<file path="src/hw/rtl/hri_conv_stage.sv">
`default_nettype none
// ----------------------------------------------------------------------------
// hri_conv_stage
// One quotient bit of the final division reversed_value * 2^F / base^m.
// ----------------------------------------------------------------------------
module hri_conv_stage #(
    parameter int RW = 40,
    parameter int FW = 32
) (
    input  wire              clk,
    input  wire              rst_n,
    input  wire              valid_in,
    input  wire  [RW-1:0]    rem_in,
    input  wire  [RW-1:0]    div_in,
    input  wire  [FW-1:0]    q_in,
    output logic             valid_out,
    output logic [RW-1:0]    rem_out,
    output logic [RW-1:0]    div_out,
    output logic [FW-1:0]    q_out
);
    logic            valid_reg;
    logic [RW-1:0]   rem_reg, rem_next;
    logic [RW-1:0]   div_reg;
    logic [FW-1:0]   q_reg, q_next;
    logic [RW:0]     rem2;

    // rem_in < div_in always, so the doubled remainder stays below 2*div
    always_comb
    begin
        rem2 = {rem_in, 1'b0};
        if (rem2 >= {1'b0, div_in})
        begin
            rem2   = rem2 - {1'b0, div_in};
            q_next = {q_in[FW-2:0], 1'b1};
        end
        else
        begin
            q_next = {q_in[FW-2:0], 1'b0};
        end
        rem_next = rem2[RW-1:0];
    end

    always_ff @(posedge clk or negedge rst_n)
    begin
        if (!rst_n)
            valid_reg <= 1'b0;
        else
            valid_reg <= valid_in;
    end

    always_ff @(posedge clk)
    begin
        rem_reg <= rem_next;
        div_reg <= div_in;
        q_reg   <= q_next;
    end

    assign valid_out = valid_reg;
    assign rem_out   = rem_reg;
    assign div_out   = div_reg;
    assign q_out     = q_reg;

endmodule
`default_nettype wire

</file>
<file path="config.mk">
export PLATFORM = sky130hd
export DESIGN_NAME = hri_conv_stage
export DESIGN_NICKNAME = d
export VERILOG_FILES = /design/src/hw/rtl/hri_conv_stage.sv
export SDC_FILE = /design/constraint.sdc
export NUM_CORES = 1
export LEC_CHECK = 0
export ABC_AREA = 1
export BUFFER_PORTS_ARGS = -buffer_cell sky130_fd_sc_hd__buf_2
export CAP_MARGIN = 20
export CORE_MARGIN = 4
export CORE_UTILIZATION = 51
export CTS_BUF_LIST = sky130_fd_sc_hd__clkbuf_2
export CTS_CLUSTER_DIAMETER = 200
export CTS_CLUSTER_SIZE = 25
export DETAILED_ROUTE_END_ITERATION = 10
export PLACE_DENSITY_LB_ADDON = 0.25
export SKIP_CTS_REPAIR_TIMING = 1
export SYNTH_ARGS = -nofsm -noshare
export SYNTH_HDL_FRONTEND = slang
export SYNTH_SLANG_ARGS = --single-unit
</file>
<file path="constraint.sdc">
create_clock -name clk -period 0.8 [get_ports clk]
set_input_delay 0.16 -clock clk [delete_from_list [all_inputs] [get_ports clk]]
set_output_delay 0.16 -clock clk [all_outputs]
set_load 0.01 [all_outputs]
</file>
==> metrics.md, run 1 <==
| Metric | Value |
|---|---|
| Total grt overflow | 439 |
| Synthesis Warnings | 0 |
| GRT worst endpoint | valid_out |
| Cell area after synthesis | 0.00601 sq mm |
| CTS max path bufs | 2 |
| Top-count cell post-synth | nand2_1 |
| Top cells by instance count after synthesis | 361 x nand2_1, 169 x inv_1, 112 x dfxtp_1, 79 x nor2_1, 47 x nand3_1 |
| Post-synth EDFFs | 0 |
| Synth cell types | 26 |
| CTS Buf Count | 17 |
| Top_reg_cell synth | dfxtp_1 |
| Share of the synthesized area in the top cell type | 37.3% |
| Synth top area cells | dfxtp_1 37%, nand2_1 23%, inv_1 11% |
| Worst endpoint type | primary output |
| Routability congestion estimate | 0.903 |
| Post-synth ARST share | 0.885% |
| Starting Density | 52.4% |
| Row cnt | 39 |
| Yosys reg bits | 113 |
| Largest net degree at the start of global routing | 17 |
| HPWL after DPL | 17.1 mm |
| Clk root buf | clkbuf_2 |
| Die H | 117 um |
| Sequential share of the synthesized area | 37.7% |
| CTS H-Tree Depth | 4 |
| Synthesized Nets | 1074 |
| Syn_area_per_cell | 6.55 sq um |
| First Err | [ERROR GRT-0232] Routing congestion too high. Check the congestion heatmap in the GUI. |
| Outcome | did not finish |
| Overall Global Routing Usage | 85.7% |
| Clock sink count | 113 |
| Die Wd | 117 um |
| Post-synth top area cell | dfxtp_1 |
| Synthesized instance count | 918 |
| Port-buffer cells | 226 |
| DP Area | 0.00886 sq mm |
| I/O pin cnt | 228 |
| Last stage | global routing |
[per-layer routing]
metal	global-route usage, %	GRT overflow
met3	68.9	1
met1	76.8	6
met5	23.0	0
met4	104	171
met2	106	261
[logic make-up after synthesis]
| kind of cell | after synthesis | share of synthesized area, % |
|---|---|---|
| and+or+nand+nor | 519 | 35.0 |
| DFF | 113 | 37.7 |
| xor gates and xnor gates | 22 | 3.21 |
| adders and majority gates | 41 | 8.66 |
| buffers and inverters | 179 | 11.6 |
| AOI/OAI and AO/OA | 44 | 3.89 |
[stage by stage]
step / setup WS, ns / cells
after floorplan: -0.861 / 918
after global placement: -1.24 / 1420
after detailed placement: -1.29 / 1420
after CTS: -0.676 / 1452
==> run 2: changes to the inputs <==
CORE_UTILIZATION = 40   (was 51)
CTS_BUF_LIST = default   (was sky130_fd_sc_hd__clkbuf_2)
CTS_CLUSTER_DIAMETER = default   (was 200)
CTS_CLUSTER_SIZE = default   (was 25)
PLACE_DENSITY_LB_ADDON = 0.15   (was 0.25)
==> metrics.md, run 2 <==
| Metric | Value |
|---|---|
| Largest net degree at the start of global routing | 42 |
| Startpoint Class | input pin |
| Vias post-DR | 7762 |
| Antenna viol nets, final | 0 |
| Hold Crit Depth | 1 |
| Synthesized instance count | 918 |
| Met2 usage | 40.3% |
| Yosys reg bits | 113 |
| Port-buffer cells | 226 |
| Cell area after synthesis | 0.00601 sq mm |
| Routability congestion estimate | 0.873 |
| Synth top area cells | dfxtp_1 37%, nand2_1 23%, inv_1 11% |
| Overall Global Routing Usage | 24.1% |
| CTS H-Tree Depth | 4 |
| VDD IR max | 1.45 mV |
| Total grt overflow | 0 |
| Nets@finish | 1560 |
| Top Usage Layer GRT | met2 |
| Crit. End Element | register |
| DP Area | 0.00885 sq mm |
| Synthesized Nets | 1074 |
| Starting Density | 41.1% |
| Clock transition at path regs | 0.06 ns |
| Vias/cell | 4.85 |
| Worst Hold Class | in2reg |
| Total Wirelength | 27.5 mm |
| I/O pin cnt | 228 |
| Die area | 0.0171 sq mm |
| # setup viols final | 154 |
| Hold Path Sink | div_out[28]$_DFF_P_ |
| Final Slew Violations | 0 |
| First-pass GRT wire length | 31.9 mm |
| Hold slack | -0.160 ns |
| Commonest non-fill, non-tap cell in the layout | nand2_1 |
| Critical path, cell by cell | buf_2, inv_1, ha_4, nand2_1, nand2_1, a21oi_2, nand2_2, inv_2, nand3_4, nand2_4, nand2_8, buf_4, buf_6, nand3_1, nand2_1 |
| Hold Startpoint | div_in[28] |
| Proportion of layout cells with a drive suffix above 1 | 47.1% |
| Final Hold Fails | 6 |
| Die Wd | 131 um |
| Synthesis Warnings | 0 |
| Sequential share of the synthesized area | 37.7% |
| Antenna diodes | 0 |
| Crit path max-delay cell type | ha_4 |
| Pwr/cell area | 1880 mW/mm^2 |
| Max Cap Viol | 0 |
| DRC viols | 0 |
| Max Clock Freq | 0.600 GHz |
| Drt wl/cell | 17.2 um |
| Post-synth EDFFs | 0 |
| Vias in the first global route | 6545 |
| Final instance area | 0.0117 sq mm |
| Max FO, Critical Path | 7 |
| Failing checks | hold timing, setup timing |
| Clock sink count | 113 |
| CTS tree | done |
| Top_reg_cell synth | dfxtp_1 |
| Setup_tns | -57.15 ns |
| Core box area | 0.0146 sq mm |
| Clk root buf | clkbuf_16 |
| Unrepaired setup endpoints after global routing | yes |
| CP dominant cell by count | nand2_1 |
| Non-filler cells, final | 1601 |
| Die H | 131 um |
| Slew HR | 78.5% |
| Drt pass-1 iters | 5 |
| CP max stage delay | 0.24 ns |
| Met1 Usage GRT | 30.7% |
| Top cells by instance count after synthesis | 361 x nand2_1, 169 x inv_1, 112 x dfxtp_1, 79 x nor2_1, 47 x nand3_1 |
| Synth cell types | 26 |
| Outcome | finished with violations |
| CTS Buf Count | 17 |
| Area Overhead vs Synth | 94.5% |
| Post-synth ARST share | 0.885% |
| Placed cells | 1451 |
| Syn_area_per_cell | 6.55 sq um |
| WP data required | 1.11 ns |
| M3 GR Usage | 5.65% |
| Fillers | 1002 |
| Post-route clock period utilization | 208% |
| DP Worst Slack | -1.28 ns |
| Leak pwr | 6.20 nW |
| Top-count cell post-synth | nand2_1 |
| Most frequent cells in the layout | 277 x nand2_1, 184 x buf_2, 144 x buf_4 |
| Initial antenna violation count | 0 |
| Detailed Route Iter0 Violations | 500 |
| Min Tclk post-route | 1.67 ns |
| Worst Tran Pin Value | 0.321 ns |
| HPWL after DPL | 16.8 mm |
| Post-synth top area cell | dfxtp_1 |
| Critical path class | in2reg |
| Row cnt | 44 |
| CTS max path bufs | 2 |
| Final setup margin | -0.867 ns |
| Share of the synthesized area in the top cell type | 37.3% |
| Critical path arrival | 1.98 ns |
## run 2: cell counts after synthesis
No cell type changed its count.
## run 2: logic make-up (layout without fill, tap and decap cells)
group | after synthesis | after routing | synth area share (%)
compound gates | 44 | 44 | 3.89
xor+xnor | 22 | 22 | 3.21
fa+ha+maj | 41 | 41 | 8.66
buf+inv | 179 | 678 | 11.6
flops | 113 | 113 | 37.7
simple gates | 519 | 519 | 35.0
## run 2: worst max-delay path by stage
| stage | startpoint | slack [ns] | end |
|---|---|---|---|
| 2_1_floorplan | div_in[30] | -0.86 | rem_out[11]$_DFF_P_ |
| 3_3_place_gp | div_in[9] | -1.33 | rem_out[37]$_DFF_P_ |
| 3_5_place_dp | div_in[9] | -1.28 | rem_out[4]$_DFF_P_ |
| 4_1_cts | div_in[9] | -0.84 | rem_out[25]$_DFF_P_ |
| 5_1_grt | div_in[22] | -0.91 | rem_out[21]$_DFF_P_ |
| 6_report | div_in[22] | -0.87 | rem_out[24]$_DFF_P_ |
## run 2: layout make-up
cell class | count | area (sq um) | share of cell area, %
inverters | 171 | 674 | 5.77
clock inverters | 14 | 204 | 1.74
multi-input cells | 626 | 4180 | 35.8
clock buffers | 18 | 429 | 3.67
well taps | 184 | 230 | 1.97
flip-flops and latches | 113 | 2310 | 19.7
repair buffers | 475 | 3660 | 31.3
## run 2: layer usage
layer	vias to the layer above	part of all wire, %
li1	3746	-
met1	3564	40
met2	371	48
met3	81	7.8
met4	0	3.6
met5	-	0
## run 2: report_power, final
part	leakage (nW)	internal, W	total [W]	switching (W)
registers	0.957	0.00626	0.00647	0.000212
clock network	0.298	0.00525	0.00831	0.00305
logic	4.94	0.00349	0.00717	0.00368
## run 2: worst max-delay path, delay by kind of cell
kind,cells,cell delay (ns)
and+or+nand+nor,8,0.77
buffers and inverters,5,0.60
adders and majority gates,1,0.24
AOI/OAI and AO/OA,1,0.21
## run 2: stage by stage
step | power [W] | utilization, %
finish | 0.0219 | 79.9
global route | 0.0228 | 79.9
CTS | 0.0200 | 64.7
detailed placement | 0.0118 | 60.4
global placement | 0.0117 | 60.4
floorplan | 0.00927 | -
Note: power is estimated with default switching activity, not from simulation.
