--- config.mk ---
export PLATFORM = sky130hd
export DESIGN_NAME = hri_digit_stage
export DESIGN_NICKNAME = d
export VERILOG_FILES = /design/src/hw/rtl/hri_pkg.sv /design/src/hw/rtl/hri_digit_stage.sv
export SDC_FILE = /design/constraint.sdc
export NUM_CORES = 2
export LEC_CHECK = 0
export BUFFER_PORTS_ARGS = -buffer_cell sky130_fd_sc_hd__buf_2
export CAP_MARGIN = 5
export CORE_UTILIZATION = 25
export CTS_CLUSTER_DIAMETER = 80
export DETAILED_ROUTE_END_ITERATION = 16
export GPL_TIMING_DRIVEN = 1
export HOLD_SLACK_MARGIN = 0.12
export PLACE_DENSITY = 0.53
export SYNTH_ARGS = -nofsm -noshare
export SYNTH_HDL_FRONTEND = slang
export SYNTH_SLANG_ARGS = --single-unit
--- constraint.sdc ---
create_clock -name clk -period 0.8 [get_ports clk]
set_input_delay 0.2 -clock clk [delete_from_list [all_inputs] [get_ports clk]]
set_output_delay 0.2 -clock clk [all_outputs]
set_load 0.005 [all_outputs]
--- src/hw/rtl/hri_pkg.sv ---
`default_nettype none
// ----------------------------------------------------------------------------
// hri_pkg
// Shared constants and types for the Halton radical inverse pipeline.
// ----------------------------------------------------------------------------
package hri_pkg;

    localparam int HRI_INDEX_WIDTH    = 32;
    localparam int HRI_FRACTION_WIDTH = 32;
    localparam int BASE_WIDTH         = 8;
    // quotient bits resolved per digit stage
    localparam int CHUNK_BITS         = 8;
    localparam int ADDR_WIDTH         = 3;
    localparam int DATA_WIDTH         = 32;

    localparam logic [BASE_WIDTH-1:0] MIN_BASE   = 8'd2;
    localparam logic [BASE_WIDTH-1:0] RESET_BASE = 8'd2;

    // register index, taken from paddr[2]
    localparam logic REG_BASE = 1'b0;

    typedef struct packed {
        logic valid;
        logic live;     // index still has digits left
    } hri_ctl_t;

endpackage
`default_nettype wire

--- src/hw/rtl/hri_digit_stage.sv ---
`default_nettype none
// ----------------------------------------------------------------------------
// hri_digit_stage
// One stage of the digit extractor: a slice of restoring division of the
// remaining index by the base; the last slice of a digit folds the digit
// into the reversed value and the base power.
// ----------------------------------------------------------------------------
module hri_digit_stage #(
    parameter int IW    = 32,
    parameter int BW    = 8,
    parameter int RW    = 40,
    parameter int STEPS = 8,
    parameter bit FIRST = 1'b1,
    parameter bit LAST  = 1'b1
) (
    input  wire                 clk,
    input  wire                 rst_n,
    input  wire  [BW-1:0]       base,
    input  hri_pkg::hri_ctl_t   ctl_in,
    input  wire  [IW-1:0]       w_in,
    input  wire  [BW-1:0]       rem_in,
    input  wire  [RW-1:0]       r_in,
    input  wire  [RW-1:0]       bb_in,
    output hri_pkg::hri_ctl_t   ctl_out,
    output logic [IW-1:0]       w_out,
    output logic [BW-1:0]       rem_out,
    output logic [RW-1:0]       r_out,
    output logic [RW-1:0]       bb_out
);
    import hri_pkg::*;

    hri_ctl_t        ctl_reg, ctl_next;
    logic [IW-1:0]   w_reg, w_next;
    logic [BW-1:0]   rem_reg, rem_next;
    logic [RW-1:0]   r_reg, r_next;
    logic [RW-1:0]   bb_reg, bb_next;
    logic [BW:0]     rem2;
    logic [RW-1:0]   base_ext;
    logic [RW-1:0]   rem_ext;

    always_comb
    begin
        base_ext       = {{(RW-BW){1'b0}}, base};
        ctl_next.valid = ctl_in.valid;
        ctl_next.live  = FIRST ? (w_in != '0) : ctl_in.live;
        rem_next       = FIRST ? '0 : rem_in;
        w_next         = w_in;
        rem2           = '0;
        for (int i = 0; i < STEPS; i++)
        begin
            rem2   = {rem_next, w_next[IW-1]};
            w_next = {w_next[IW-2:0], 1'b0};
            if (rem2 >= {1'b0, base})
            begin
                rem2      = rem2 - {1'b0, base};
                w_next[0] = 1'b1;
            end
            rem_next = rem2[BW-1:0];
        end
        rem_ext = {{(RW-BW){1'b0}}, rem_next};
        r_next  = r_in;
        bb_next = bb_in;
        if (LAST && ctl_next.live)
        begin
            r_next  = (r_in * base_ext) + rem_ext;
            bb_next = bb_in * base_ext;
        end
    end

    always_ff @(posedge clk or negedge rst_n)
    begin
        if (!rst_n)
            ctl_reg <= '0;
        else
            ctl_reg <= ctl_next;
    end

    always_ff @(posedge clk)
    begin
        w_reg   <= w_next;
        rem_reg <= rem_next;
        r_reg   <= r_next;
        bb_reg  <= bb_next;
    end

    assign ctl_out = ctl_reg;
    assign w_out   = w_reg;
    assign rem_out = rem_reg;
    assign r_out   = r_reg;
    assign bb_out  = bb_reg;

endmodule
`default_nettype wire

; ---- Word-level counts from Yosys, hierarchy flattened
; Index checks and enable logic that the tools add are counted.
; Widths: inputs -> output; s select.
[word_totals]
elab_cells = 44
output_inout_bits = 122
ff_bits = 122
[classes]
n_mul = 2
reduce_logical = 1
add_sub_neg = 9
muxes = 18
n_lt_le_gt_ge = 8
[op_table]
columns = op, n
row1 = $mul 40x8->40, 2
row2 = $mux 40, 2
row3 = $mux 8, 8
row4 = $ge 9x8->1, 7
row5 = $sub 8x8->8, 7
row6 = $add 40x8->40, 1
row7 = $reduce_bool 32->1, 1
row8 = $ge 1x8->1, 1
row9 = $mux 1, 8
row10 = $sub 1x8->8, 1

; ---- Depth between registers and ports, before layout
[logic_depth]
depth_word = 18
mapped_depth = 100
mapped_depth_nobuf = 97

; ---- Least setup slack after synthesis
; No wires, ideal clock.
[synth_path]
kind = input to register
from = input base[1]
to = register r_reg[39] (netlist: r_out[39])
setup_slack_ns = -18.975
path_stages = 93
arrival_ns = 19.651
path_buffers = 6
setup_ns = 0.124
path_cell_list = clkbuf_1 -> clkbuf_1 -> clkbuf_1 -> inv_1 -> ha_1 -> o211ai_4 -> nor2_1 -> ha_1 -> a211o_1 -> a31o_2 -> o21ai_0 -> nand2_1 -> mux2_2 -> ha_1 -> and3_1 -> a41o_1 -> or4_4 -> a21oi_2 -> [... 57 more ...] -> ha_1 -> ha_1 -> inv_1 -> fa_1 -> inv_1 -> ha_1 -> fa_1 -> a21o_1 -> a21oi_1 -> o21a_1 -> or3_1 -> a21oi_1 -> nor4b_1 -> o21ai_0 -> a311oi_1 -> nor2_1 -> a31oi_1 -> o21ai_0
[synth_between]
elab_chain_len = 18
elab_cells_between_ends = 27
[synth_rtl]
columns = item, line
row1 = from (decl), hri_digit_stage.sv:18  ; input wire [BW-1:0] base,
row2 = $sub 1x8->8 / $ge 1x8->1 (equally long branches), "hri_digit_stage.sv:55, hri_digit_stage.sv:53"
row3 = $mux 8, hri_digit_stage.sv:53  ; if (rem2 >= {1'b0, base})
row4 = $sub 8x8->8 / $ge 9x8->1 (equally long branches), "hri_digit_stage.sv:55, hri_digit_stage.sv:53"
row5 = $mux 8, hri_digit_stage.sv:53
row6 = $sub 8x8->8 / $ge 9x8->1 (equally long branches), "hri_digit_stage.sv:55, hri_digit_stage.sv:53"
row7 = $mux 8, hri_digit_stage.sv:53
row8 = $sub 8x8->8 / $ge 9x8->1 (equally long branches), "hri_digit_stage.sv:55, hri_digit_stage.sv:53"
row9 = $mux 8, hri_digit_stage.sv:53
row10 = [... 3 more ...], --
row11 = $mux 8, hri_digit_stage.sv:53
row12 = $sub 8x8->8 / $ge 9x8->1 (equally long branches), "hri_digit_stage.sv:55, hri_digit_stage.sv:53"
row13 = $mux 8, hri_digit_stage.sv:53
row14 = $ge 9x8->1 / $sub 8x8->8 (equally long branches), "hri_digit_stage.sv:53, hri_digit_stage.sv:55"
row15 = $mux 8, hri_digit_stage.sv:53
row16 = $add 40x8->40 *, hri_digit_stage.sv:65  ; r_next = (r_in * base_ext) + rem_ext;
row17 = $mux 40 *, hri_digit_stage.sv:63  ; if (LAST && ctl_next.live)
row18 = net r_next[39], hri_digit_stage.sv:35  ; logic [RW-1:0] r_reg, r_next;
row19 = to (signal assigned), hri_digit_stage.sv:82  ; r_reg <= r_next;
row20 = to (decl), hri_digit_stage.sv:35
; The timed path passes the listed nets; every way through them passes the cells marked *.

; ---- Worst setup path in the final report
[layout_path]
from = input w_in[31]
to = register r_reg[37] (netlist: r_out[37])
[layout_between]
elab_chain_len = 18
elab_cells_between_ends = 27
[layout_rtl]
columns = item, line
row1 = from (decl), hri_digit_stage.sv:20  ; input wire [IW-1:0] w_in,
row2 = $sub 1x8->8 / $ge 1x8->1 (equally long branches), "hri_digit_stage.sv:55, hri_digit_stage.sv:53"
row3 = $mux 8, hri_digit_stage.sv:53
row4 = $sub 8x8->8 / $ge 9x8->1 (equally long branches), "hri_digit_stage.sv:55, hri_digit_stage.sv:53"
row5 = $mux 8, hri_digit_stage.sv:53
row6 = $sub 8x8->8 / $ge 9x8->1 (equally long branches), "hri_digit_stage.sv:55, hri_digit_stage.sv:53"
row7 = $mux 8, hri_digit_stage.sv:53
row8 = $sub 8x8->8 / $ge 9x8->1 (equally long branches), "hri_digit_stage.sv:55, hri_digit_stage.sv:53"
row9 = $mux 8, hri_digit_stage.sv:53
row10 = [... 3 more ...], --
row11 = $mux 8, hri_digit_stage.sv:53
row12 = $sub 8x8->8 / $ge 9x8->1 (equally long branches), "hri_digit_stage.sv:55, hri_digit_stage.sv:53"
row13 = $mux 8, hri_digit_stage.sv:53
row14 = $sub 8x8->8 / $ge 9x8->1 (equally long branches), "hri_digit_stage.sv:55, hri_digit_stage.sv:53"
row15 = $mux 8, hri_digit_stage.sv:53
row16 = $add 40x8->40, hri_digit_stage.sv:65
row17 = $mux 40 *, hri_digit_stage.sv:63
row18 = net r_next[37], hri_digit_stage.sv:35
; Marked as above.

==> flow_metrics.py <==
metrics = {
    "outcome": {
        "outcome": "finished, violations left",
        "violations": "setup timing",
    },
    "synth": {
        "synth_ff_type": "dfxtp_1",
        "yosysWarningCount": 0,
        "synth-simple-area-share_pct": 19.01,
        "synth_edf_count": 0,
        "ys_seq_elements": 122,
        "syn_area_mm2": 0.02411,
        "synth.area.top_cells": "fa_1 (35%), dfxtp_1 (10%), ha_1 (9.7%)",
        "synth.net_count": 3522,
        "yosysSeqAreaShare_pct": 10.17,
        "synth_fa_ha_area_share_pct": 44.69,
        "synth_xor_xnor_area_share_pct": 4.214,
        "synth_top_area_cell": "fa_1",
        "muxShareOfSynthArea_pct": 2.169,
        "synth_top_cell_area_share_pct": 35.04,
        "synthArstFlopShare_pct": 1.639,
        "avgSynthCellArea_um2": 8.667,
        "synth-compound-area-share_pct": 10.42,
        "netlist_instances": 2782,
        "netlist-cell-type-count": 76,
        "synth_top_family_by_area": "adder cells",
    },
    "routing": {
        "vias_per_cell": 4.465,
        "wire_per_inst_um": 17.04,
        "first_iter_violations": 1027,
        "wl_um": 84230,
        "drcViolationCount": 0,
        "vias": 22065,
        "postRouteAntennaNets": 0,
        "first_pass_iters": 5,
    },
    "global_routing": {
        "grtUsageTotal_pct": 16.97,
        "met2_usage_pct": 28.50,
        "grt_pass1_wl_um": 129400,
        "grtUsageMet1_pct": 21.90,
        "grt_remaining_overflow": 0,
        "busiest_layer": "met2",
        "antenna_found_initial": 9,
        "globalRouteMet3Util_pct": 3.152,
        "grt_pass1_vias": 23757,
        "grt_max_degree": 69,
    },
    "floorplanning": {
        "die-area_mm2": 0.09769,
        "start_util_pct": 25.30,
        "core_area_mm2": 0.09529,
        "die_w_um": 312.6,
        "rows": 113,
        "die_y_um": 312.6,
        "num_io_pins": 254,
    },
    "finish": {
        "fill_cells": 9798,
        "fin_util_pct": 37.66,
        "drive_gt1_share_pct": 36.05,
        "register_area_mm2": 0.002481,
        "multi_input_area_mm2": 0.02159,
        "final_common_cell": "buf_4",
        "syn_to_final_growth_pct": 48.86,
        "nets": 4403,
        "final_cell_mix": "buf_4 (582), inv_1 (427), fa_1 (413), nand2_1 (409), and2_1 (283)",
    },
    "placement": {
        "pre_cts_ws_ns": -17.27,
        "dp_hpwl_um": 64080,
        "gp_congestion": 0.8577,
        "io_buffers": 244,
    },
    "worst_setup_path": {
        "worst-path-max-fanout": 6,
        "critPathMostFrequentCell": "ha_4",
        "crit_path_start_kind": "input port",
        "worstSetupPathType": "in -> reg",
        "cp_data_arrival_time_ns": 17.48,
        "endpoint_kind": "flip-flop",
        "slowest_delay_ns": 0.52,
        "required_ns": 1.24,
        "critical_path.slowest_cell": "fa_1",
    },
    "pwr": {
        "p_per_area_mw_per_mm2": 5409,
        "peakVddDrop_mv": 6.340,
        "total_power_w": 0.1941,
        "leakage_nw": 16.94,
    },
    "clock_tree": {
        "cts_tree": "done",
        "cts_buffers": 17,
        "path_clk_slew_ns": 0.07,
        "cts.sinks": 122,
        "clk_path_buf_depth": 2,
        "clockRootBuffer": "clkbuf_16",
        "htreeDepth": 4,
    },
    "hold_path": {
        "worstHoldPathType": "in -> reg",
    },
    "sta": {
        "relSlewSlack_pct": 64.66,
        "fin_crit_ns": 17.04,
        "layout_setup_ws_ns": -16.24,
        "setup_violations": 221,
        "worstMarginPinSlew_ns": 0.5245,
        "whs_ns": 0.08919,
        "min_period_over_period_pct": 2130,
        "rsz0062_at_grt": "true",
        "clock.fmax_mhz": 58.69,
        "drv_slew": 0,
        "finalHoldViolCount": 0,
    },
    "job": {
        "cap_violations": 0,
    },
}
per-layer routing:
metal | routed length, um | part of all wire (%) | vias to the layer above
li1 | - | - | 10504
met1 | 37770 | 45 | 11046
met2 | 41050 | 49 | 409
met3 | 3637 | 4.3 | 92
met4 | 1686 | 2.0 | 14
met5 | 90 | 0.11 | -
power by group:
group	switching, W	leakage [nW]	internal [W]	total, W
logic	0.0828	15.6	0.0910	0.174
registers	0.000926	1.03	0.00988	0.0108
clock network	0.00367	0.315	0.00588	0.00955
total	0.0874	16.9	0.107	0.194
critical path, delay by kind of cell:
| kind | cells | cell delay, ns |
|---|---|---|
| AOI/OAI and AO/OA | 39 | 7.17 |
| xor gates and xnor gates | 1 | 0.15 |
| adders and majority gates | 13 | 4.16 |
| muxes | 4 | 1.00 |
| buffers and inverters | 18 | 1.77 |
| and+or+nand+nor | 17 | 3.01 |
what timing repair did:
item                                    in CTS  in global routing
endpoints found under the setup margin     219                221
gates cloned                                 0                 10
gates resized for setup                    131                291
hold endpoints to repair                    66                  3
hold buffers                                61                  1
buffers inserted                            50                 56
pin swaps                                   77                179
cells by family after synthesis:
kind of cell	after synthesis
buffers and inverters	582
XOR/XNOR	116
adder cells (fa/ha/maj)	608
flip-flops	122
multiplexers	48
AO/OA/AOI/OAI	379
AND/OR/NAND/NOR	927
flip-flops by register name (all words and copies together), names as in the netlist:
name     count
r_out       40
w_out       32
bb_out      40
rem_out      8
ctl_out      2
through the flow:
step	area (um2)	std cells	TNS [ns]
detailed placement	31760	4748	-998.65
global placement	31760	4748	-979.72
global route	35890	4940	-993.11
CTS	34000	4890	-939.94
floorplan	25380	2782	-931.78
finish	35890	4942	-949.68
layout make-up:
| cell class | instances | area share [%] |
|---|---|---|
| Tap cell | 1265 | 4.410 |
| Antenna cell | 2 | 0.01394 |
| Clock buffer | 19 | 1.234 |
| Inverter | 458 | 4.856 |
| Multi-Input combinational cell | 2078 | 60.15 |
| Sequential cell | 122 | 6.913 |
| Clock inverter | 12 | 0.6170 |
| Timing Repair Buffer | 986 | 21.81 |
worst paths after layout:
check                      startpoint                    to  slack, ns  depth (start not counted)
min in group asynchronous       rst_n  ctl_out[0]$_DFF_PN0_       0.71                          3
max in group asynchronous       rst_n  ctl_out[1]$_DFF_PN0_      -0.14                          3
setup / recovery             w_in[31]     r_out[37]$_DFF_P_     -16.24                         92
hold / removal               r_in[39]     r_out[39]$_DFF_P_       0.09                          6
synth_stat cells, drive strengths merged (3+ instances only):
master,instances
fa,422
a21boi,4
o31ai,10
a41oi,3
a221o,9
xor2,46
and4,6
o21bai,17
or2,7
a31o,4
o21a,14
a21o,60
nor3,21
ha,186
nand2,424
or3,11
buf,37
nor4,11
nand2b,11
nand4,12
mux2i,17
inv,458
nand3,20
a31oi,12
a211o,6
a221oi,11
dfxtp,120
nor4b,4
clkbuf,87
xnor2,70
and3,16
and2,301
o311ai,3
mux2,31
a21oi,83
nor2,65
o21ai,100
o211ai,8
a211oi,10
nor3b,4
nor2b,11
Note: power is estimated with default switching activity, not from simulation.
